$ cat src/sync_typed_frame_deframer_unit_assert.svh
// Assertion macros used by the deframer parse core.
`ifndef SYNC_TYPED_FRAME_DEFRAMER_UNIT_ASSERT_SVH
`define SYNC_TYPED_FRAME_DEFRAMER_UNIT_ASSERT_SVH

`ifndef ASSERT_OFF
`define STFD_ASSERT(lbl, prop, msg) \
  lbl: assert property (@(posedge clk_i) disable iff (!rst_ni) prop) else $error(msg);
`define STFD_ASSERT_ALWAYS(lbl, prop, msg) \
  lbl: assert property (@(posedge clk_i) prop) else $error(msg);
`else
`define STFD_ASSERT(lbl, prop, msg)
`define STFD_ASSERT_ALWAYS(lbl, prop, msg)
`endif

`endif

$ cat src/stfd_pkg.sv
// Types and constants of the typed frame deframer.
package stfd_pkg;

  localparam int NUM_CODES = 6;
  localparam int CFG_IDX_W = 3;
  localparam int KIND_W    = 3;
  localparam int CNT_W     = 10;
  localparam int IDX_W     = 9;

  typedef logic [7:0] code_t;

  localparam code_t CODE_RESET [NUM_CODES] = '{8'd1, 8'd2, 8'd3, 8'd4, 8'd5, 8'd6};

  localparam code_t SYNC0_BYTE = 8'h55;
  localparam code_t SYNC1_BYTE = 8'hAA;

  localparam logic [KIND_W-1:0] K_SCAN = 3'd1;
  localparam logic [KIND_W-1:0] K_PATH = 3'd4;

  typedef enum logic [2:0] {
    PH_SYNC0,
    PH_SYNC1,
    PH_TYPE,
    PH_HEAD,
    PH_BORDER,
    PH_OBST,
    PH_PATH,
    PH_CHECK
  } phase_e;

  typedef enum logic [1:0] {
    RK_POINT,
    RK_OK,
    RK_BAD
  } res_kind_e;

  typedef enum logic [1:0] {
    PL_BORDER,
    PL_OBST,
    PL_PATH
  } point_list_e;

  typedef struct packed {
    logic  vld;
    code_t rx_byte;
  } step_t;

  typedef struct packed {
    res_kind_e          kind;
    logic [KIND_W-1:0]  frame_kind;
    logic [31:0]        time_stamp;
    logic [15:0]        word_a;
    logic [15:0]        word_b;
    logic [15:0]        word_c;
    logic [CNT_W-1:0]   first_count;
    logic [CNT_W-1:0]   second_count;
    point_list_e        point_list;
    logic [IDX_W-1:0]   point_index;
    logic [15:0]        point_x;
    logic [15:0]        point_y;
  } result_t;

endpackage

$ cat src/stfd_byte_if.sv
// Received byte channel.
interface stfd_byte_if;
  logic       valid;
  logic       ready;
  logic [7:0] rx_byte;

  modport source (output valid, output rx_byte, input ready);
  modport sink (input valid, input rx_byte, output ready);
endinterface

$ cat src/stfd_res_if.sv
// Result channel: points and frame status.
interface stfd_res_if;
  logic        valid;
  logic        ready;
  logic [1:0]  kind;
  logic [2:0]  frame_kind;
  logic [31:0] time_stamp;
  logic [15:0] word_a;
  logic [15:0] word_b;
  logic [15:0] word_c;
  logic [9:0]  first_count;
  logic [9:0]  second_count;
  logic [1:0]  point_list;
  logic [8:0]  point_index;
  logic [15:0] point_x;
  logic [15:0] point_y;

  modport source (output valid, output kind, output frame_kind, output time_stamp,
                  output word_a, output word_b, output word_c, output first_count,
                  output second_count, output point_list, output point_index,
                  output point_x, output point_y, input ready);
  modport sink (input valid, input kind, input frame_kind, input time_stamp,
                input word_a, input word_b, input word_c, input first_count,
                input second_count, input point_list, input point_index,
                input point_x, input point_y, output ready);
endinterface

$ cat src/stfd_cfg_if.sv
// Configuration write channel.
interface stfd_cfg_if;
  logic       valid;
  logic       ready;
  logic [2:0] index;
  logic [7:0] data;

  modport source (output valid, output index, output data, input ready);
  modport sink (input valid, input index, input data, output ready);
endinterface

$ cat src/sync_typed_frame_deframer_unit.sv
// Typed frame deframer: top level with type code registers.
// Path: a received byte is held in the input register and its result in the result register.
// Throughput: one byte per cycle, set by the single parse step between the input
// register and the result register; a result held by the sink stalls the parse step.
// Reset: type codes return to 1..6, all parse state clears and the hunt for 0x55
// starts; no clearing pass.
module sync_typed_frame_deframer_unit #(
  parameter int unsigned BORDER_CAPACITY   = 360,
  parameter int unsigned OBSTACLE_CAPACITY = 360,
  parameter int unsigned PATH_CAPACITY     = 512
) (
  input  logic        clk_i,
  input  logic        rst_ni,
  stfd_byte_if.sink   rx_i,
  stfd_cfg_if.sink    cfg_i,
  stfd_res_if.source  res_o
);
  import stfd_pkg::*;

  code_t   codes_q [NUM_CODES];
  code_t   codes_d [NUM_CODES];
  step_t   step;
  logic    out_free;
  logic    res_vld;
  result_t res;

  assign cfg_i.ready = 1'b1;

  always_comb begin
    codes_d = codes_q;
    if (cfg_i.valid) begin
      for (int i = 0; i < NUM_CODES; i++) begin
        if (cfg_i.index == CFG_IDX_W'(i)) codes_d[i] = cfg_i.data;
      end
    end
  end

  always_ff @(posedge clk_i or negedge rst_ni) begin
    if (!rst_ni) begin
      codes_q <= CODE_RESET;
    end else begin
      codes_q <= codes_d;
    end
  end

  stfd_in_reg u_in_reg (
    .clk_i      (clk_i),
    .rst_ni     (rst_ni),
    .rx_i       (rx_i),
    .out_free_i (out_free),
    .step_o     (step)
  );

  stfd_parse_core #(
    .BORDER_CAPACITY   (BORDER_CAPACITY),
    .OBSTACLE_CAPACITY (OBSTACLE_CAPACITY),
    .PATH_CAPACITY     (PATH_CAPACITY)
  ) u_parse_core (
    .clk_i     (clk_i),
    .rst_ni    (rst_ni),
    .step_i    (step),
    .codes_i   (codes_q),
    .res_vld_o (res_vld),
    .res_o     (res)
  );

  stfd_out_reg u_out_reg (
    .clk_i      (clk_i),
    .rst_ni     (rst_ni),
    .res_vld_i  (res_vld),
    .res_i      (res),
    .out_free_o (out_free),
    .res_o      (res_o)
  );
endmodule

$ cat src/stfd_in_reg.sv
// Input register for received bytes.
module stfd_in_reg (
  input  logic             clk_i,
  input  logic             rst_ni,
  stfd_byte_if.sink        rx_i,
  input  logic             out_free_i,
  output stfd_pkg::step_t  step_o
);
  import stfd_pkg::*;

  logic  vld_q, vld_d;
  code_t byte_q;
  logic  adv;

  assign adv        = vld_q && out_free_i;
  assign rx_i.ready = !vld_q || out_free_i;
  assign step_o     = '{vld: adv, rx_byte: byte_q};

  always_comb begin
    vld_d = vld_q;
    if (rx_i.valid && rx_i.ready) begin
      vld_d = 1'b1;
    end else if (adv) begin
      vld_d = 1'b0;
    end
  end

  always_ff @(posedge clk_i or negedge rst_ni) begin
    if (!rst_ni) begin
      vld_q <= 1'b0;
    end else begin
      vld_q <= vld_d;
    end
  end

  always_ff @(posedge clk_i) begin
    if (rx_i.valid && rx_i.ready) begin
      byte_q <= rx_i.rx_byte;
    end
  end
endmodule

$ cat src/stfd_parse_core.sv
// Frame parser: phase tracking, field assembly and result generation.
`include "sync_typed_frame_deframer_unit_assert.svh"

module stfd_parse_core #(
  parameter int unsigned BORDER_CAPACITY   = 360,
  parameter int unsigned OBSTACLE_CAPACITY = 360,
  parameter int unsigned PATH_CAPACITY     = 512
) (
  input  logic              clk_i,
  input  logic              rst_ni,
  input  stfd_pkg::step_t   step_i,
  input  stfd_pkg::code_t   codes_i [stfd_pkg::NUM_CODES],
  output logic              res_vld_o,
  output stfd_pkg::result_t res_o
);
  import stfd_pkg::*;

  localparam logic [CNT_W-1:0] BCAP = CNT_W'(BORDER_CAPACITY);
  localparam logic [CNT_W-1:0] OCAP = CNT_W'(OBSTACLE_CAPACITY);
  localparam logic [CNT_W-1:0] PCAP = CNT_W'(PATH_CAPACITY);
  localparam logic [3:0] HEAD_LAST_SCAN  = 4'd7;
  localparam logic [3:0] HEAD_LAST_PATH  = 4'd5;
  localparam logic [3:0] HEAD_LAST_OTHER = 4'd9;

  phase_e            phase_q, phase_d;
  logic [7:0]        sum_q, sum_d;
  logic [KIND_W-1:0] kind_q, kind_d;
  logic [3:0]        pos_q, pos_d;
  logic [31:0]       time_q, time_d;
  logic [15:0]       word_q [3];
  logic [15:0]       word_d [3];
  logic [15:0]       cnt_q [2];
  logic [15:0]       cnt_d [2];
  logic [15:0]       left_q, left_d;
  logic [CNT_W-1:0]  ptr_q, ptr_d;
  logic [23:0]       asm_q, asm_d;

  code_t             b;
  logic [7:0]        sum_add;
  logic              type_hit;
  logic [KIND_W-1:0] type_idx;
  logic              head_last;
  logic              pt_last;
  logic              list_end;
  logic [3:0]        off;
  logic [CNT_W-1:0]  cap;
  logic              entering;

  assign b       = step_i.rx_byte;
  assign sum_add = sum_q + b;
  assign off     = pos_q - 4'd4;

  always_comb begin
    type_hit = 1'b0;
    type_idx = '0;
    for (int k = NUM_CODES - 1; k >= 0; k--) begin
      if (codes_i[k] == b) begin
        type_hit = 1'b1;
        type_idx = KIND_W'(k);
      end
    end
  end

  always_comb begin
    if (kind_q == K_SCAN) begin
      head_last = (pos_q == HEAD_LAST_SCAN);
    end else if (kind_q == K_PATH) begin
      head_last = (pos_q == HEAD_LAST_PATH);
    end else begin
      head_last = (pos_q == HEAD_LAST_OTHER);
    end
    pt_last  = (phase_q == PH_PATH) ? (pos_q == 4'd1) : (pos_q == 4'd3);
    list_end = pt_last && (left_q == 16'd1);
    case (phase_q)
      PH_BORDER: cap = BCAP;
      PH_OBST:   cap = OCAP;
      default:   cap = PCAP;
    endcase
  end

  // next phase
  always_comb begin
    phase_d = phase_q;
    if (step_i.vld) begin
      case (phase_q)
        PH_SYNC0: if (b == SYNC0_BYTE) phase_d = PH_SYNC1;
        PH_SYNC1: phase_d = (b == SYNC1_BYTE) ? PH_TYPE : PH_SYNC0;
        PH_TYPE:  phase_d = type_hit ? PH_HEAD : PH_SYNC0;
        PH_HEAD: begin
          if (head_last) begin
            if (kind_q == K_SCAN) begin
              if (cnt_d[0] != 16'd0) begin
                phase_d = PH_BORDER;
              end else if (cnt_d[1] != 16'd0) begin
                phase_d = PH_OBST;
              end else begin
                phase_d = PH_CHECK;
              end
            end else if (kind_q == K_PATH) begin
              phase_d = (cnt_d[0] != 16'd0) ? PH_PATH : PH_CHECK;
            end else begin
              phase_d = PH_CHECK;
            end
          end
        end
        PH_BORDER: begin
          if (list_end) phase_d = (cnt_q[1] != 16'd0) ? PH_OBST : PH_CHECK;
        end
        PH_OBST, PH_PATH: begin
          if (list_end) phase_d = PH_CHECK;
        end
        PH_CHECK: phase_d = PH_SYNC0;
        default:  phase_d = PH_SYNC0;
      endcase
    end
  end

  assign entering = step_i.vld && (((phase_q == PH_HEAD) && head_last) ||
                                   ((phase_q == PH_BORDER) && list_end));

  // datapath and results
  always_comb begin
    sum_d     = sum_q;
    kind_d    = kind_q;
    pos_d     = pos_q;
    time_d    = time_q;
    word_d    = word_q;
    cnt_d     = cnt_q;
    left_d    = left_q;
    ptr_d     = ptr_q;
    asm_d     = asm_q;
    res_vld_o = 1'b0;
    res_o     = '0;
    if (step_i.vld) begin
      case (phase_q)
        PH_SYNC0: if (b == SYNC0_BYTE) sum_d = b;
        PH_SYNC1: sum_d = sum_add;
        PH_TYPE: begin
          sum_d = sum_add;
          if (type_hit) begin
            kind_d = type_idx;
            time_d = '0;
            word_d = '{16'd0, 16'd0, 16'd0};
            cnt_d  = '{16'd0, 16'd0};
            pos_d  = '0;
          end
        end
        PH_HEAD: begin
          sum_d = sum_add;
          pos_d = pos_q + 4'd1;
          if (pos_q < 4'd4) begin
            time_d[pos_q[1:0]*8 +: 8] = b;
          end else if ((kind_q == K_SCAN) || (kind_q == K_PATH)) begin
            if (off[3:1] < 3'd2) begin
              if (off[0]) cnt_d[off[1]][15:8] = b;
              else        cnt_d[off[1]][7:0]  = b;
            end
          end else if (off[3:1] < 3'd3) begin
            if (off[0]) word_d[off[2:1]][15:8] = b;
            else        word_d[off[2:1]][7:0]  = b;
          end
          if (head_last) pos_d = '0;
        end
        PH_BORDER, PH_OBST, PH_PATH: begin
          sum_d = sum_add;
          pos_d = pos_q + 4'd1;
          if (pos_q[1:0] != 2'd3) asm_d[pos_q[1:0]*8 +: 8] = b;
          if (pt_last) begin
            if (ptr_q < cap) begin
              res_vld_o         = 1'b1;
              res_o.kind        = RK_POINT;
              res_o.frame_kind  = kind_q;
              res_o.time_stamp  = time_q;
              res_o.point_index = ptr_q[IDX_W-1:0];
              case (phase_q)
                PH_BORDER: res_o.point_list = PL_BORDER;
                PH_OBST:   res_o.point_list = PL_OBST;
                default:   res_o.point_list = PL_PATH;
              endcase
              if (phase_q == PH_PATH) begin
                res_o.point_x = {8'd0, asm_q[7:0]};
                res_o.point_y = {8'd0, b};
              end else begin
                res_o.point_x = asm_q[15:0];
                res_o.point_y = {b, asm_q[23:16]};
              end
              ptr_d = ptr_q + 10'd1;
            end
            left_d = left_q - 16'd1;
            asm_d  = '0;
            pos_d  = '0;
          end
        end
        PH_CHECK: begin
          sum_d            = sum_add;
          pos_d            = '0;
          res_vld_o        = 1'b1;
          res_o.kind       = (sum_add == 8'd0) ? RK_OK : RK_BAD;
          res_o.frame_kind = kind_q;
          res_o.time_stamp = time_q;
          res_o.word_a     = word_q[0];
          res_o.word_b     = word_q[1];
          res_o.word_c     = word_q[2];
          if (kind_q == K_SCAN) begin
            res_o.first_count  = (cnt_q[0] < {6'd0, BCAP}) ? cnt_q[0][CNT_W-1:0] : BCAP;
            res_o.second_count = (cnt_q[1] < {6'd0, OCAP}) ? cnt_q[1][CNT_W-1:0] : OCAP;
          end else if (kind_q == K_PATH) begin
            res_o.first_count  = (cnt_q[0] < {6'd0, PCAP}) ? cnt_q[0][CNT_W-1:0] : PCAP;
          end
        end
        default: sum_d = sum_q;
      endcase
      if (entering) begin
        left_d = ((phase_q == PH_BORDER) || (cnt_d[0] == 16'd0)) ? cnt_d[1] : cnt_d[0];
        ptr_d  = '0;
        asm_d  = '0;
        pos_d  = '0;
      end
    end
  end

  always_ff @(posedge clk_i or negedge rst_ni) begin
    if (!rst_ni) begin
      phase_q <= PH_SYNC0;
      sum_q   <= '0;
      kind_q  <= '0;
      pos_q   <= '0;
      time_q  <= '0;
      word_q  <= '{16'd0, 16'd0, 16'd0};
      cnt_q   <= '{16'd0, 16'd0};
      left_q  <= '0;
      ptr_q   <= '0;
      asm_q   <= '0;
    end else begin
      phase_q <= phase_d;
      sum_q   <= sum_d;
      kind_q  <= kind_d;
      pos_q   <= pos_d;
      time_q  <= time_d;
      word_q  <= word_d;
      cnt_q   <= cnt_d;
      left_q  <= left_d;
      ptr_q   <= ptr_d;
      asm_q   <= asm_d;
    end
  end

  `STFD_ASSERT(a_res_phase, res_vld_o |-> (step_i.vld && (phase_q == PH_BORDER || phase_q == PH_OBST || phase_q == PH_PATH || phase_q == PH_CHECK)), "result outside point or check phase")
  `STFD_ASSERT(a_check_ends, (step_i.vld && phase_q == PH_CHECK) |=> (phase_q == PH_SYNC0), "frame did not end after checksum")
  `STFD_ASSERT(a_left_live, (phase_q == PH_BORDER || phase_q == PH_OBST || phase_q == PH_PATH) |-> (left_q != 16'd0), "point phase with no points left")
  `STFD_ASSERT_ALWAYS(a_idle_hold, (rst_ni && !step_i.vld) |=> $stable(phase_q), "phase moved without a byte")

endmodule

$ cat src/stfd_out_reg.sv
// Result register towards the result channel.
module stfd_out_reg (
  input  logic              clk_i,
  input  logic              rst_ni,
  input  logic              res_vld_i,
  input  stfd_pkg::result_t res_i,
  output logic              out_free_o,
  stfd_res_if.source        res_o
);
  import stfd_pkg::*;

  logic    vld_q, vld_d;
  result_t res_q;

  assign out_free_o = !vld_q || res_o.ready;
  assign vld_d      = out_free_o ? res_vld_i : vld_q;

  always_ff @(posedge clk_i or negedge rst_ni) begin
    if (!rst_ni) begin
      vld_q <= 1'b0;
    end else begin
      vld_q <= vld_d;
    end
  end

  always_ff @(posedge clk_i) begin
    if (out_free_o && res_vld_i) begin
      res_q <= res_i;
    end
  end

  assign res_o.valid        = vld_q;
  assign res_o.kind         = res_q.kind;
  assign res_o.frame_kind   = res_q.frame_kind;
  assign res_o.time_stamp   = res_q.time_stamp;
  assign res_o.word_a       = res_q.word_a;
  assign res_o.word_b       = res_q.word_b;
  assign res_o.word_c       = res_q.word_c;
  assign res_o.first_count  = res_q.first_count;
  assign res_o.second_count = res_q.second_count;
  assign res_o.point_list   = res_q.point_list;
  assign res_o.point_index  = res_q.point_index;
  assign res_o.point_x      = res_q.point_x;
  assign res_o.point_y      = res_q.point_y;
endmodule
$ cat src/flat_wrapper.sv
// flat-port wrapper written by rule: the top's interface ports become plain ports
module sync_typed_frame_deframer_unit_flat import stfd_pkg::*;
#(
  parameter int unsigned BORDER_CAPACITY   = 360,
  parameter int unsigned OBSTACLE_CAPACITY = 360,
  parameter int unsigned PATH_CAPACITY     = 512
)
  (clk_i, rst_ni, rx_i_valid, rx_i_rx_byte, rx_i_ready, cfg_i_valid, cfg_i_index, cfg_i_data, cfg_i_ready, res_o_valid, res_o_kind, res_o_frame_kind, res_o_time_stamp, res_o_word_a, res_o_word_b, res_o_word_c, res_o_first_count, res_o_second_count, res_o_point_list, res_o_point_index, res_o_point_x, res_o_point_y, res_o_ready);
  stfd_byte_if rx_i_i ();
  stfd_cfg_if cfg_i_i ();
  stfd_res_if res_o_i ();
  input  logic clk_i;
  input  logic rst_ni;
  input wire logic [$bits(rx_i_i.valid)-1:0] rx_i_valid;
  input wire logic [$bits(rx_i_i.rx_byte)-1:0] rx_i_rx_byte;
  output wire logic [$bits(rx_i_i.ready)-1:0] rx_i_ready;
  input wire logic [$bits(cfg_i_i.valid)-1:0] cfg_i_valid;
  input wire logic [$bits(cfg_i_i.index)-1:0] cfg_i_index;
  input wire logic [$bits(cfg_i_i.data)-1:0] cfg_i_data;
  output wire logic [$bits(cfg_i_i.ready)-1:0] cfg_i_ready;
  output wire logic [$bits(res_o_i.valid)-1:0] res_o_valid;
  output wire logic [$bits(res_o_i.kind)-1:0] res_o_kind;
  output wire logic [$bits(res_o_i.frame_kind)-1:0] res_o_frame_kind;
  output wire logic [$bits(res_o_i.time_stamp)-1:0] res_o_time_stamp;
  output wire logic [$bits(res_o_i.word_a)-1:0] res_o_word_a;
  output wire logic [$bits(res_o_i.word_b)-1:0] res_o_word_b;
  output wire logic [$bits(res_o_i.word_c)-1:0] res_o_word_c;
  output wire logic [$bits(res_o_i.first_count)-1:0] res_o_first_count;
  output wire logic [$bits(res_o_i.second_count)-1:0] res_o_second_count;
  output wire logic [$bits(res_o_i.point_list)-1:0] res_o_point_list;
  output wire logic [$bits(res_o_i.point_index)-1:0] res_o_point_index;
  output wire logic [$bits(res_o_i.point_x)-1:0] res_o_point_x;
  output wire logic [$bits(res_o_i.point_y)-1:0] res_o_point_y;
  input wire logic [$bits(res_o_i.ready)-1:0] res_o_ready;
  assign rx_i_i.valid = rx_i_valid;
  assign rx_i_i.rx_byte = rx_i_rx_byte;
  assign rx_i_ready = rx_i_i.ready;
  assign cfg_i_i.valid = cfg_i_valid;
  assign cfg_i_i.index = cfg_i_index;
  assign cfg_i_i.data = cfg_i_data;
  assign cfg_i_ready = cfg_i_i.ready;
  assign res_o_valid = res_o_i.valid;
  assign res_o_kind = res_o_i.kind;
  assign res_o_frame_kind = res_o_i.frame_kind;
  assign res_o_time_stamp = res_o_i.time_stamp;
  assign res_o_word_a = res_o_i.word_a;
  assign res_o_word_b = res_o_i.word_b;
  assign res_o_word_c = res_o_i.word_c;
  assign res_o_first_count = res_o_i.first_count;
  assign res_o_second_count = res_o_i.second_count;
  assign res_o_point_list = res_o_i.point_list;
  assign res_o_point_index = res_o_i.point_index;
  assign res_o_point_x = res_o_i.point_x;
  assign res_o_point_y = res_o_i.point_y;
  assign res_o_i.ready = res_o_ready;
  sync_typed_frame_deframer_unit #(.BORDER_CAPACITY(BORDER_CAPACITY), .OBSTACLE_CAPACITY(OBSTACLE_CAPACITY), .PATH_CAPACITY(PATH_CAPACITY)) u_core (.clk_i(clk_i), .rst_ni(rst_ni), .rx_i(rx_i_i), .cfg_i(cfg_i_i), .res_o(res_o_i));
endmodule
$ cat config.mk
export PLATFORM = sky130hd
export DESIGN_NAME = sync_typed_frame_deframer_unit_flat
export DESIGN_NICKNAME = d
export VERILOG_FILES = /design/src/stfd_pkg.sv /design/src/stfd_byte_if.sv /design/src/stfd_res_if.sv /design/src/stfd_cfg_if.sv /design/src/sync_typed_frame_deframer_unit.sv /design/src/stfd_in_reg.sv /design/src/stfd_parse_core.sv /design/src/stfd_out_reg.sv /design/src/flat_wrapper.sv
export VERILOG_INCLUDE_DIRS = /design/src /design/src/src
export SDC_FILE = /design/constraint.sdc
export NUM_CORES = 1
export LEC_CHECK = 0
export BUFFER_PORTS_ARGS = -buffer_cell sky130_fd_sc_hd__buf_4
export CORE_ASPECT_RATIO = 2
export CORE_MARGIN = 8
export CORE_UTILIZATION = 44
export DETAILED_ROUTE_END_ITERATION = 8
export GPL_ROUTABILITY_DRIVEN = 0
export GPL_TIMING_DRIVEN = 0
export PLACE_DENSITY_LB_ADDON = 0.2
export SLEW_MARGIN = 10
export SYNTH_ARGS = -nofsm -noshare
export SYNTH_HDL_FRONTEND = slang
export SYNTH_SLANG_ARGS = --single-unit
$ cat constraint.sdc
create_clock -name clk_i -period 6.26 [get_ports clk_i]
set_input_delay 0.313 -clock clk_i [delete_from_list [all_inputs] [get_ports clk_i]]
set_output_delay 0.313 -clock clk_i [all_outputs]
set_load 0.05 [all_outputs]
### Word level (Yosys, flattened, before mapping)

Index checks and enable logic that the tools add are counted.

| word-level totals | value |
|---|---|
| bits in registers | 386 |
| input bits | 24 |
| word-level logic and storage cells | 253 |

| operators by class | value |
|---|---|
| $add $sub $neg | 6 |
| magnitude comparators | 11 |
| equal/unequal tests | 39 |
| shifts and indexed selects | 4 |
| multiplexer cells | 96 |
| bitwise operators | 6 |
| reduce and logical (&&, ||, !) cells | 54 |

Operators with widths:

| operator | count |
|---|---|
| $mux W32 | 9 |
| $mux W48 | 5 |
| $pmux W32 S2 | 2 |
| $bwmux W32 | 3 |
| $bwmux W48 | 2 |
| $mux W16 | 6 |
| $mux W24 | 4 |
| $pmux W48 S2 | 1 |
| $mux W10 | 9 |
| $pmux W37 S2 | 1 |
| $mux W35 | 2 |
| $demux W16 S2 | 2 |
| $eq A8 B8 Y1 | 6 |
| $reduce_bool A16 Y1 | 3 |
| $neg A5 Y34 | 1 |
| $shift A8 B34 Y24 const A | 1 |
| $shift A8 B34 Y32 const A | 1 |
| $shiftx A8 B34 Y24 | 1 |
| $shiftx A8 B34 Y32 | 1 |
| $mux W3 | 11 |
| $demux W16 S1 | 2 |
| $lt A16 B9 Y1 const B | 2 |
| $mux W8 | 4 |
| $bwmux W24 | 1 |
| 56 further kinds | 136 |

### Longest topological paths before layout

Gate-level depths: netlist (run 1).

| depth | value |
|---|---|
| word-level depth | 20 |
| mapped depth | 13 |

### Cells and area by module

Synthesis (run 1) repeated with hierarchy kept, for this count alone.

| second synthesis, totals | value |
|---|---|
| cell total of the unflattened synthesis | 1489 |
| area, all modules | 17431.7 um2 |

Modules (own cells, without submodules):

| module | times used | cells an instance | area an instance (um2) | seq. area each (um2) |
|---|---|---|---|---|
| stfd_parse_core | 1 | 1215 | 10770.3 | 4504.3 |
| stfd_out_reg | 1 | 152 | 4498.1 | 4469.3 |
| sync_typed_frame_deframer_unit | 1 | 108 | 1855.5 | 1212.4 |
| stfd_in_reg | 1 | 14 | 307.8 | 265.3 |

### Worst setup path before layout (run 1)

OpenSTA, ideal clock, no wires.

| path | value |
|---|---|
| kind | reg2reg |
| from | register u_core.u_parse_core.phase_q[1] |
| to | register u_core.u_out_reg.res_q, in the netlist u_core.u_out_reg.res_o.first_count[0], enable pin |
| library setup time | 0.405 ns |
| arrival | 3.801 ns |
| data required time | 5.855 ns |
| path slack | 2.054 ns |
| stages on the path, launching flop included | 12 |
| path buffers | 2 |
| period minus slack after synthesis | 4.206 ns |
| path through | dfrtp_1 > buf_2 > nor2_1 > clkinv_1 > ha_1 > a21o_1 > a211o_1 > a21oi_2 > o21ai_0 > or4_4 > nand2_4 > buf_4 |

| on the way | value |
|---|---|
| word-level cells in the longest chain between the ends | 9 |
| elaborated cells on any way between the ends | 14 |

Ends and longest elaborated chain:

| what | RTL line | text |
|---|---|---|
| start, declared | stfd_parse_core.sv:25 | `phase_e phase_q, phase_d;` |
| start signal, assigned | stfd_parse_core.sv:235 | `phase_q <= phase_d;` |
| $eq A3 B3 Y1 | stfd_parse_core.sv:74 | `case (phase_q)` |
| $reduce_or A2 Y1 (no source line) (*) | - |  |
| $mux W10 (*) | stfd_parse_core.sv:74 |  |
| via u_core.u_parse_core.cap[9] | stfd_parse_core.sv:46 | `logic [CNT_W-1:0] cap;` |
| $lt A10 B10 Y1 (*) | stfd_parse_core.sv:169 | `if (ptr_q < cap) begin` |
| $mux W1 (*) | stfd_parse_core.sv:169 |  |
| $mux W1 (*) | stfd_parse_core.sv:168 | `if (pt_last) begin` |
| $pmux W1 S2 (*) | stfd_parse_core.sv:135 | `case (phase_q)` |
| $mux W1 (*) | stfd_parse_core.sv:134 | `if (step_i.vld) begin` |
| $logic_and A1 B1 Y1 (*) | stfd_out_reg.sv:27 | `if (out_free_o && res_vld_i) begin` |
| end signal, assigned | stfd_out_reg.sv:28 | `res_q <= res_i;` |
| end, declared | stfd_out_reg.sv:13 | `result_t res_q;` |

Mark *: on every way through the listed nets, which the timed path passes. The rest lies on a longest branch.
A chain may end at the register's enable or synchronous reset.

### Final worst setup path (run 1)

| path | value |
|---|---|
| from | register u_core.u_parse_core.phase_q[2] |
| to | register u_core.u_out_reg.res_q, in the netlist u_core.u_out_reg.res_o.point_x[8], enable pin |

Same word-level chain as after synthesis.

==> results of run 1 <==
## per-layer routing
metal  wire, microns  part of all wire
met2           25000              0.48
met5               0                 0
met1           21400              0.41
met4            2200             0.042
met3            3530             0.068
## cell usage in the layout (no fill, tap or decap), drive strengths merged, types with 11 or more instances in the layout
| master | netlist | layout |
|---|---|---|
| nand2 | 144 | 144 |
| mux2 | 52 | 52 |
| a21oi | 42 | 42 |
| nand2b | 11 | 11 |
| nor3 | 30 | 30 |
| ha | 22 | 22 |
| buf | 38 | 213 |
| nor4 | 27 | 27 |
| mux2i | 11 | 11 |
| o21ai | 104 | 104 |
| edfxtp | 156 | 156 |
| xor2 | 66 | 66 |
| a21o | 11 | 11 |
| dfrtp | 221 | 221 |
| nand4 | 18 | 18 |
| o22ai | 12 | 12 |
| a221oi | 11 | 11 |
| or4 | 11 | 11 |
| a32o | 13 | 13 |
| clkbuf | 61 | 113 |
| inv | 63 | 67 |
| a22o | 47 | 47 |
| nor2 | 110 | 110 |
| and3 | 24 | 24 |
| xnor2 | 17 | 17 |
| and2 | 80 | 80 |
| nand3 | 69 | 69 |
## Yosys cell counts, types with 9 or more instances
library cell and n:
a21o_1 11, a21oi_1 40, a22o_1 47, a31o_2 9, a31oi_1 10, a32o_1 13
and2_1 78, and3_1 24, buf_2 24, clkbuf_1 61, dfrtp_1 221, dfstp_2 9
edfxtp_1 156, ha_1 22, inv_1 62, mux2_2 52, mux2i_1 11, nand2_1 142
nand2b_1 11, nand3_1 69, nand4_1 18, nor2_1 108, nor3_1 28, nor4_1 26
o211ai_1 9, o21ai_0 93, o21ai_1 10, o22ai_1 11, or4_1 9, xnor2_1 17
xor2_1 66
## path summary, 6_finish.rpt
kind | cells after the start | from | slack [ns] | to
max | 13 | u_core.u_parse_core.phase_q[2] | 1.33 | u_core.u_out_reg.res_o.point_x[8]
max reg2reg | 13 | u_core.u_parse_core.phase_q[2] | 1.33 | u_core.u_out_reg.res_o.point_x[8]
min reg2reg | 2 | u_core.u_parse_core.time_q[24] | 0.47 | u_core.u_parse_core.time_q[24]
max in group asynchronous | 4 | rst_ni | 4.78 | u_core.u_parse_core.word_q[24]
min in group asynchronous | 2 | rst_ni | 0.25 | u_core.codes_q[35]
min | 2 | cfg_i_data[3] | 0.08 | u_core.codes_q[19]
## power breakdown
part | switching, mW | internal, mW | total [mW]
Combinational | 1.15 | 0.600 | 1.75
Clock | 0.967 | 1.30 | 2.26
Sequential | 0.185 | 2.95 | 3.13
Total | 2.31 | 4.84 | 7.15
## worst max-delay path: stages (launching register included)
cell and delay [ns]:
dfrtp_1 0.34, buf_4 0.17, inv_1 0.13, nor2_1 0.50
clkinv_1 0.56, ha_1 0.44, a21o_1 0.15, a211o_1 0.30
a21oi_2 0.18, o21ai_0 0.12, or4_4 0.63, nand2_4 0.18
buf_8 0.32, buf_16 0.43
## kinds of logic (layout without fill, tap and decap cells)
logic type,after synthesis,count (layout),synth area share
simple gates,561,561,0.159
flops,386,386,0.581
compound gates,324,324,0.127
buf+inv,164,415,0.0373
xor+xnor,83,83,0.0404
mux,63,63,0.0387
fa+ha+maj,23,23,0.0164
other cells,2,2,0.000417
## per-stage QoR
stage | power, mW | instance area [sq um]
finish | 7.15 | 21400
global route | 7.47 | 21400
CTS | 7.17 | 21400
detailed placement | 4.90 | 20100
global placement | 4.85 | 19900
floorplan | 4.35 | 18000
## registers in the layout (all words and copies together) (netlist names), 9 cells and up
name and flops:
u_core.u_out_reg.res_o.point_x 16, u_core.u_out_reg.res_o.second_count 10, u_core.u_out_reg.res_o.time_stamp 32, u_core.u_out_reg.res_o.word_c 16
u_core.u_parse_core.time_q 32, u_core.u_out_reg.res_o.first_count 10, u_core.u_out_reg.res_o.point_index 9, u_core.u_parse_core.cnt_q 32
u_core.u_out_reg.res_o.word_b 16, u_core.u_parse_core.left_q 16, u_core.u_parse_core.ptr_q 10, u_core.u_out_reg.res_o.point_y 16
u_core.u_out_reg.res_o.word_a 16, u_core.u_parse_core.asm_q 24, u_core.codes_q 48, u_core.u_parse_core.word_q 48
## final cells by class
class	instances	area, sq um
Clock inverter	14	165
Buffer	99	435
Sequential cell	386	10500
Timing Repair Buffer	185	1480
Tap cell	535	669
Multi-Input combinational cell	1056	6900
Clock buffer	52	1040
Inverter	65	244
Fill cell	3740	19300
==> out/results.ini, run 1 <==
[setup_path]
crit_arrival_ns=5.10
startpoint_type=register
critPathRequiredTime_ns=6.43
crit_path_end_kind=register
path_max_fanout=113
critPathKind=reg2reg

[global_route]
grt_start_max_net_pins=114
grt_pass1_wl_mm=79.4
met2_usage=0.356
grt.overflow.total=0
gr-usage-met1=0.267
busiest_layer=met2
grt_pass1_vias=13000
grt_antenna_before_repair=0
grt.met3_usage=0.0365
track_usage=0.212

[timing]
slew_violations=0
layout_min_cycle_time_ns=4.93
tns_ns=0
finalSetupViolations=0
clock.fmax_ghz=0.203
finalWorstSetupSlack_ns=1.33
holdWs_ns=0.0847
finalCritPeriodShare=0.788
worst_clock_skew_ns=0.0190
finalHoldViolCount=0
rsz0062_at_grt=no
tightest_slew_ns=1.14
slew_headroom=0.238

[routing]
drtIter0Drc=1118
num_vias=13400
first_pass_iters=6
wirelength_mm=52.2
drc=0
viasPerCell=5.62
post_drt_wl_per_cell_microns=21.8
ant_nets=0

[synthesis]
avgSynthCellArea_sq_um=11.2
syn-num-nets=1653
synthTopCellsByArea=dfrtp_1 (31%), edfxtp_1 (26%), mux2_2 (3.3%)
synth_seq_area_share=0.581
synth-seq-cells=386
synth_top_cell_by_area=dfrtp_1
yosysUniqueCellTypes=81
async_flop_share=0.596
synth_top_area_frac=0.307
ys.flop_type=dfrtp_1
synth_edf_count=156
synth_area_sq_um=18000
ys_warn_count=0
syn_inst=1606

[floorplan]
initial_core_util=0.442
die_x_microns=159
num_io_pins=175
die_h_microns=302
dieArea_sq_um=48000
core_sq_um=40700
rows=105

[cts]
cts_hold_buf=10
cts_buffers=36
clk_pin_slew_ns=0.07
cts_tree=yes
post_cts_buffers=0
cts.sinks=386
cts_root_buf=clkbuf_16
clk_latency_ns=0.54
ctsResizeCount=0
cts.path.max_buffers=3
h-tree-depth=2

[cells_and_area]
syn_to_final_growth_pct=18.8
layoutNonFillerInstCount=2392
drive_above_1_share=0.193
utilization=0.525
diodes=0
nets=1876

[place]
dp_slack_ns=1.39
dp_hpwl_mm=36.7
placed_cells=2316
portBuffers=171

[pwr]
max-vdd-ir-drop_v=0.000218
p_leak_nw=8.95
powerDensity_nw_per_um2=334

[min_path]
hold_class=in2reg

[job]
drv_cap=0

[status]
status=complete, no violations

No activity file was read; power rests on OpenSTA's default activity.
==> inputs of run 2 (changes only) <==
==> constraint.sdc (replaced) <==
create_clock -name clk_i -period 4.75 [get_ports clk_i]
set_input_delay 0.2375 -clock clk_i [delete_from_list [all_inputs] [get_ports clk_i]]
set_output_delay 0.2375 -clock clk_i [all_outputs]
set_load 0.05 [all_outputs]
==> run 2 against run 1 <==
Compared with the run above:
- sequential power increased by 32%
- flip-flop and latch count unchanged
- critical path depth stayed put
- highest routed layer unchanged
==> out/results.ini, run 2 (synthesis results as in run 1) <==
[timing]
finalHoldViolCount=0
layout_min_cycle_time_ns=4.45
rsz0062_at_grt=no
tightest_slew_ns=1.15
slew_violations=0
worst_clock_skew_ns=0.0186
finalSetupViolations=0
tns_ns=0
finalCritPeriodShare=0.936
clock.fmax_ghz=0.225
slew_headroom=0.234

[pwr]
max-vdd-ir-drop_v=0.000287
p_total_mw=9.43
p_leak_nw=8.97
powerDensity_nw_per_um2=440

[cts]
clk_pin_slew_ns=0.06
cts.sinks=386
clk_latency_ns=0.54
h-tree-depth=2
cts_root_buf=clkbuf_16
cts_tree=yes
cts_buffers=36
cts.path.max_buffers=3

[routing]
first_pass_iters=6
num_vias=13500
drtIter0Drc=1188
post_drt_wl_per_cell_microns=21.8
drc=0
ant_nets=0
wirelength_mm=52.2
viasPerCell=5.62

[global_route]
track_usage=0.212
grt.overflow.total=0
grt_antenna_before_repair=0
grt_pass1_vias=13000
grt_start_max_net_pins=114
grt_pass1_wl_mm=79.4

[floorplan]
dieArea_sq_um=48000
core_sq_um=40700
die_x_microns=159
num_io_pins=175
rows=105
initial_core_util=0.442
die_h_microns=302

[place]
dp_hpwl_mm=36.7
portBuffers=171

[cells_and_area]
mostFrequentLayoutCell=dfrtp_1
drive_above_1_share=0.194
layout_common_cells=dfrtp_1 (221), buf_4 (176), edfxtp_1 (156), nand2_1 (142), nor2_1 (107)
diodes=0
syn_to_final_growth_pct=19.0
utilization=0.526
nets=1879
reg_top3=u_core.codes_q (48), u_core.u_parse_core.word_q (48)

[setup_path]
critPathKind=reg2reg
crit_path_end_kind=register
startpoint_type=register
critPathRequiredTime_ns=4.92
crit_arrival_ns=4.62
path_max_fanout=113

[job]
drv_cap=0

[min_path]
hold_class=in2reg

[status]
status=complete, no violations

-- run 2: cell types whose count changed in the layout (fill, tap and decap cells not counted), sizes merged --
cell,before,now
dlygate4sd3,10,13
-- run 2: layer usage --
layer | wire length [microns] | share of wire | GRT usage
met1 | 21600 | 0.41 | 0.267
met2 | 25000 | 0.48 | 0.356
met3 | 3440 | 0.066 | 0.0365
met4 | 2130 | 0.041 | 0.0907
met5 | 0 | 0 | 0
-- run 2: path summary, 6_finish.rpt --
| path | from | end | slack, ns | cells past startpoint |
|---|---|---|---|---|
| min in group asynchronous | rst_ni | u_core.codes_q[35] | 0.18 | 2 |
| worst min-delay path | cfg_i_data[5] | u_core.codes_q[37] | 0.03 | 2 |
| max in group asynchronous | rst_ni | u_core.u_parse_core.word_q[29] | 3.34 | 4 |
| worst max register to register | u_core.u_parse_core.phase_q[2] | u_core.u_out_reg.res_o.point_x[8] | 0.30 | 13 |
| worst max-delay path | u_core.u_parse_core.phase_q[2] | u_core.u_out_reg.res_o.point_x[8] | 0.30 | 13 |
| worst min register to register | u_core.u_parse_core.time_q[24] | u_core.u_parse_core.time_q[24] | 0.47 | 2 |
-- run 2: through the flow --
| stage | worst slack [ns] | cell area (sq um) | std cells | hold slack (ns) |
|---|---|---|---|---|
| 5_1_grt | 0.0401 | 21400 | 2395 | 0.0117 |
| 4_1_cts | 0.0888 | 21400 | 2395 | 0.00901 |
| 6_report | 0.304 | 21400 | 2395 | 0.0281 |
| 3_5_place_dp | -0.116 | 20100 | 2316 | 0.154 |
| 3_3_place_gp | -0.826 | 19900 | 2312 | 0.416 |
| 2_1_floorplan | 0.544 | 18000 | 1606 | -0.0581 |
-- run 2: power by group --
part	switching [mW]	internal (mW)	leakage [nW]
Sequential	0.244	3.88	4.31
Clock	1.27	1.71	0.589
Combinational	1.53	0.793	4.07
Total	3.04	6.38	8.97
-- run 2: repair_timing --
item,4_1_cts,5_1_grt
setup buffers,0,0
setup endpoints to repair,113,113
hold endpoints to repair,64,0
pin swaps,0,0
resized for setup,1,1
hold buffers,13,0
gates cloned,0,0
-- run 2: critical path, cell delays in order, from the launching register on --
cell and delay [ns]:
dfrtp_1 0.34, buf_4 0.17, inv_1 0.14, nor2_2 0.36, clkinv_2 0.31, ha_1 0.35, a21o_1 0.15, a211o_1 0.30
a21oi_2 0.18, o21ai_0 0.12, or4_4 0.63, nand2_4 0.18, buf_8 0.32, buf_16 0.43
-- run 2: cell type report --
| type | instances | area, sq um |
|---|---|---|
| plain buffers | 99 | 435 |
| well taps | 535 | 669 |
| inverters | 65 | 245 |
| clock inverters | 14 | 165 |
| fillers | 3741 | 19300 |
| flip-flops and latches | 386 | 10500 |
| repair buffers | 188 | 1510 |
| multi-input cells | 1056 | 6900 |
| clock buffers | 52 | 1040 |
==> inputs of run 3 (changes only) <==
--- a/config.mk
+++ b/config.mk
@@ -12,7 +12,7 @@
 export CORE_UTILIZATION = 44
 export DETAILED_ROUTE_END_ITERATION = 8
 export GPL_ROUTABILITY_DRIVEN = 0
-export GPL_TIMING_DRIVEN = 0
+export GPL_TIMING_DRIVEN = 1
 export PLACE_DENSITY_LB_ADDON = 0.2
 export SLEW_MARGIN = 10
 export SYNTH_ARGS = -nofsm -noshare
==> run 3 against run 2 <==
Compared with the run above:
- core utilization shrank 0.67 points
- cell area fell by 1.3%
- register-to-register slack improved by 0.57 ns
- sequential power increased by 2%
- wire length is 4.5% lower
- sequential share of layout area up 0.63 points
- flip-flop and latch count stayed put
- clock skew is 0.011 ns higher
- combinational power fell by 6%
- via count decreased by 2.9%
- largest cell class unchanged
==> out/results.ini, run 3 (synthesis results as in run 1) <==
[routing]
first_pass_iters=5
viasPerCell=5.60
ant_nets=0
post_drt_wl_per_cell_microns=21.4
drtIter0Drc=850
drc=0
num_vias=13100
wirelength_mm=49.9

[cts]
cts_tree=yes
ctsResizeCount=0
cts.sinks=386
clk_pin_slew_ns=0.07
cts_root_buf=clkbuf_16
cts_buffers=35
clk_latency_ns=0.55
h-tree-depth=2
post_cts_buffers=0
cts.path.max_buffers=3

[timing]
finalCritPeriodShare=0.816
finalHoldViolCount=0
slew_headroom=0.210
slew_violations=0
finalSetupViolations=0
layout_min_cycle_time_ns=3.88
rsz0062_at_grt=no
worst_clock_skew_ns=0.0293
clock.fmax_ghz=0.258
tightest_slew_ns=1.18
tns_ns=0

[status]
status=complete, no violations

[pwr]
p_leak_nw=8.88
p_total_mw=9.20
p_sw_frac=0.326
powerDensity_nw_per_um2=435
p_seq_frac=0.457
intPower_mw=6.20
max-vdd-ir-drop_v=0.000319
pwr-share-clk=0.306
p_sw_mw=3.00
combPwrFrac=0.237

[job]
drv_cap=0

[min_path]
holdPathStages=2
hold_end=u_core.codes_q[40]
hold_class=in2reg
holdCritStartpoint=cfg_i_data[0]

[cells_and_area]
utilization=0.519
multiInputGateArea_sq_um=6890
layout_common_cells=dfrtp_1 (221), buf_4 (211), edfxtp_1 (156), nand2_1 (142), nor2_1 (108)
syn_to_final_growth_pct=17.5
drive_above_1_share=0.203
diodes=0
n_fill_cell=3655
nets=1817
reg_top3=u_core.codes_q (48), u_core.u_parse_core.word_q (48)
layoutNonFillerInstCount=2332
mostFrequentLayoutCell=dfrtp_1
seqCellArea_sq_um=10500

[global_route]
grt_pass1_wl_mm=78.0
grt_start_max_net_pins=171
grt.overflow.total=0
track_usage=0.207
grt_pass1_vias=13000
grt_antenna_before_repair=0

[setup_path]
max_stage_delay_ns=0.57
critPathKind=reg2reg
cpMaxStageDelayCell=or4_4
critPathRequiredTime_ns=4.98
crit_path_end_kind=register
r2r_end=u_core.u_out_reg.res_o.point_index[6]
startpoint_type=register
crit_top_cell=buf_4
crit_arrival_ns=4.10
path_max_fanout=74
reg2reg_slack_ns=0.87
crit_chain=inv_1, nor2_1, buf_4, clkinv_1, buf_4, ha_1, a211o_1, a21oi_2, o21ai_0, or4_4, nand2_8, buf_4
regToRegStartpoint=u_core.u_parse_core.phase_q[2]
worstRegToRegCells=12

[floorplan]
core_sq_um=40700
initial_core_util=0.442
die_x_microns=159
dieArea_sq_um=48000
die_h_microns=302
rows=105
num_io_pins=175

[place]
dp_hpwl_mm=33.2
placed_cells=2257
portBuffers=173

[run 3: cell types whose count changed in the layout (fill, tap and decap cells not counted), moves of 2 or more]
cell,change
buf_1,-7
clkbuf_1,-63
dlygate4sd3_1,-2
buf_12,+3
buf_2,-25
buf_4,+35
clkinv_2,+2
bufinv_16,-2
nor3b_1,+2
nor3b_2,-2
buf_16,-3
clkbuf_8,-2
clkinvlp_4,+3
[run 3: critical path, delay by kind of cell, from the launching register on]
| family | cells | cell delay [ns] |
|---|---|---|
| flops | 1 | 0.53 |
| fa+ha+maj | 1 | 0.28 |
| buf+inv | 5 | 1.04 |
| compound gates | 3 | 0.55 |
| simple gates | 3 | 1.15 |
[run 3: what timing repair did]
| action | in CTS | in global routing |
|---|---|---|
| setup endpoints to repair | 0 | 0 |
| hold buffers | 11 | 0 |
| hold endpoints to repair | 74 | 0 |
[run 3: power by group through the flow]
stage	registers (mW)	clock network [mW]	logic [mW]
6_report	4.21	2.82	2.18
3_3_place_gp	4.26	0	2.13
3_5_place_dp	4.26	0	2.16
5_1_grt	4.25	2.99	2.39
4_1_cts	4.20	2.88	2.17
2_1_floorplan	4.33	0	1.41
[run 3: per-layer routing]
layer | wire (microns) | vias to the layer above | track usage | part of all wire
met1 | 21000 | 6348 | 0.265 | 0.42
met2 | 24400 | 480 | 0.347 | 0.49
li1 | - | 6120 | - | -
met5 | 0 | - | 0 | 0
met3 | 2760 | 107 | 0.0316 | 0.055
met4 | 1690 | 0 | 0.0803 | 0.034
[run 3: worst max-delay path by stage]
stage	from	end	slack [ns]	depth (start not counted)
after global routing	u_core.u_parse_core.phase_q[2]	u_core.u_out_reg.res_o.point_index[4]	0.64	12
after floorplan	u_core.u_parse_core.phase_q[1]	u_core.u_out_reg.res_o.first_count[0]	0.54	11
after CTS	u_core.u_parse_core.phase_q[2]	u_core.u_out_reg.res_o.point_index[6]	0.88	12
final	u_core.u_parse_core.phase_q[2]	u_core.u_out_reg.res_o.point_index[6]	0.87	12
after global placement	u_core.u_parse_core.phase_q[2]	u_core.u_out_reg.res_o.point_index[3]	0.99	12
after detailed placement	u_core.u_parse_core.phase_q[2]	u_core.u_out_reg.res_o.point_index[3]	0.90	12
[run 3: stage by stage]
stage | setup WS (ns) | area [sq um] | hold slack [ns]
floorplan | 0.544 | 18000 | -0.0581
detailed placement | 0.900 | 19900 | 0.215
global route | 0.639 | 21100 | 0.00127
CTS | 0.876 | 21100 | 0.00409
global placement | 0.986 | 19900 | 0.225
finish | 0.873 | 21100 | 0.00948
[run 3: cell type report]
type / count / area share
well taps: 535 / 0.0317
flip-flops and latches: 386 / 0.494
repair buffers: 226 / 0.0837
inverters: 65 / 0.0115
clock inverters: 17 / 0.00680
multi-input cells: 1056 / 0.326
clock buffers: 47 / 0.0464
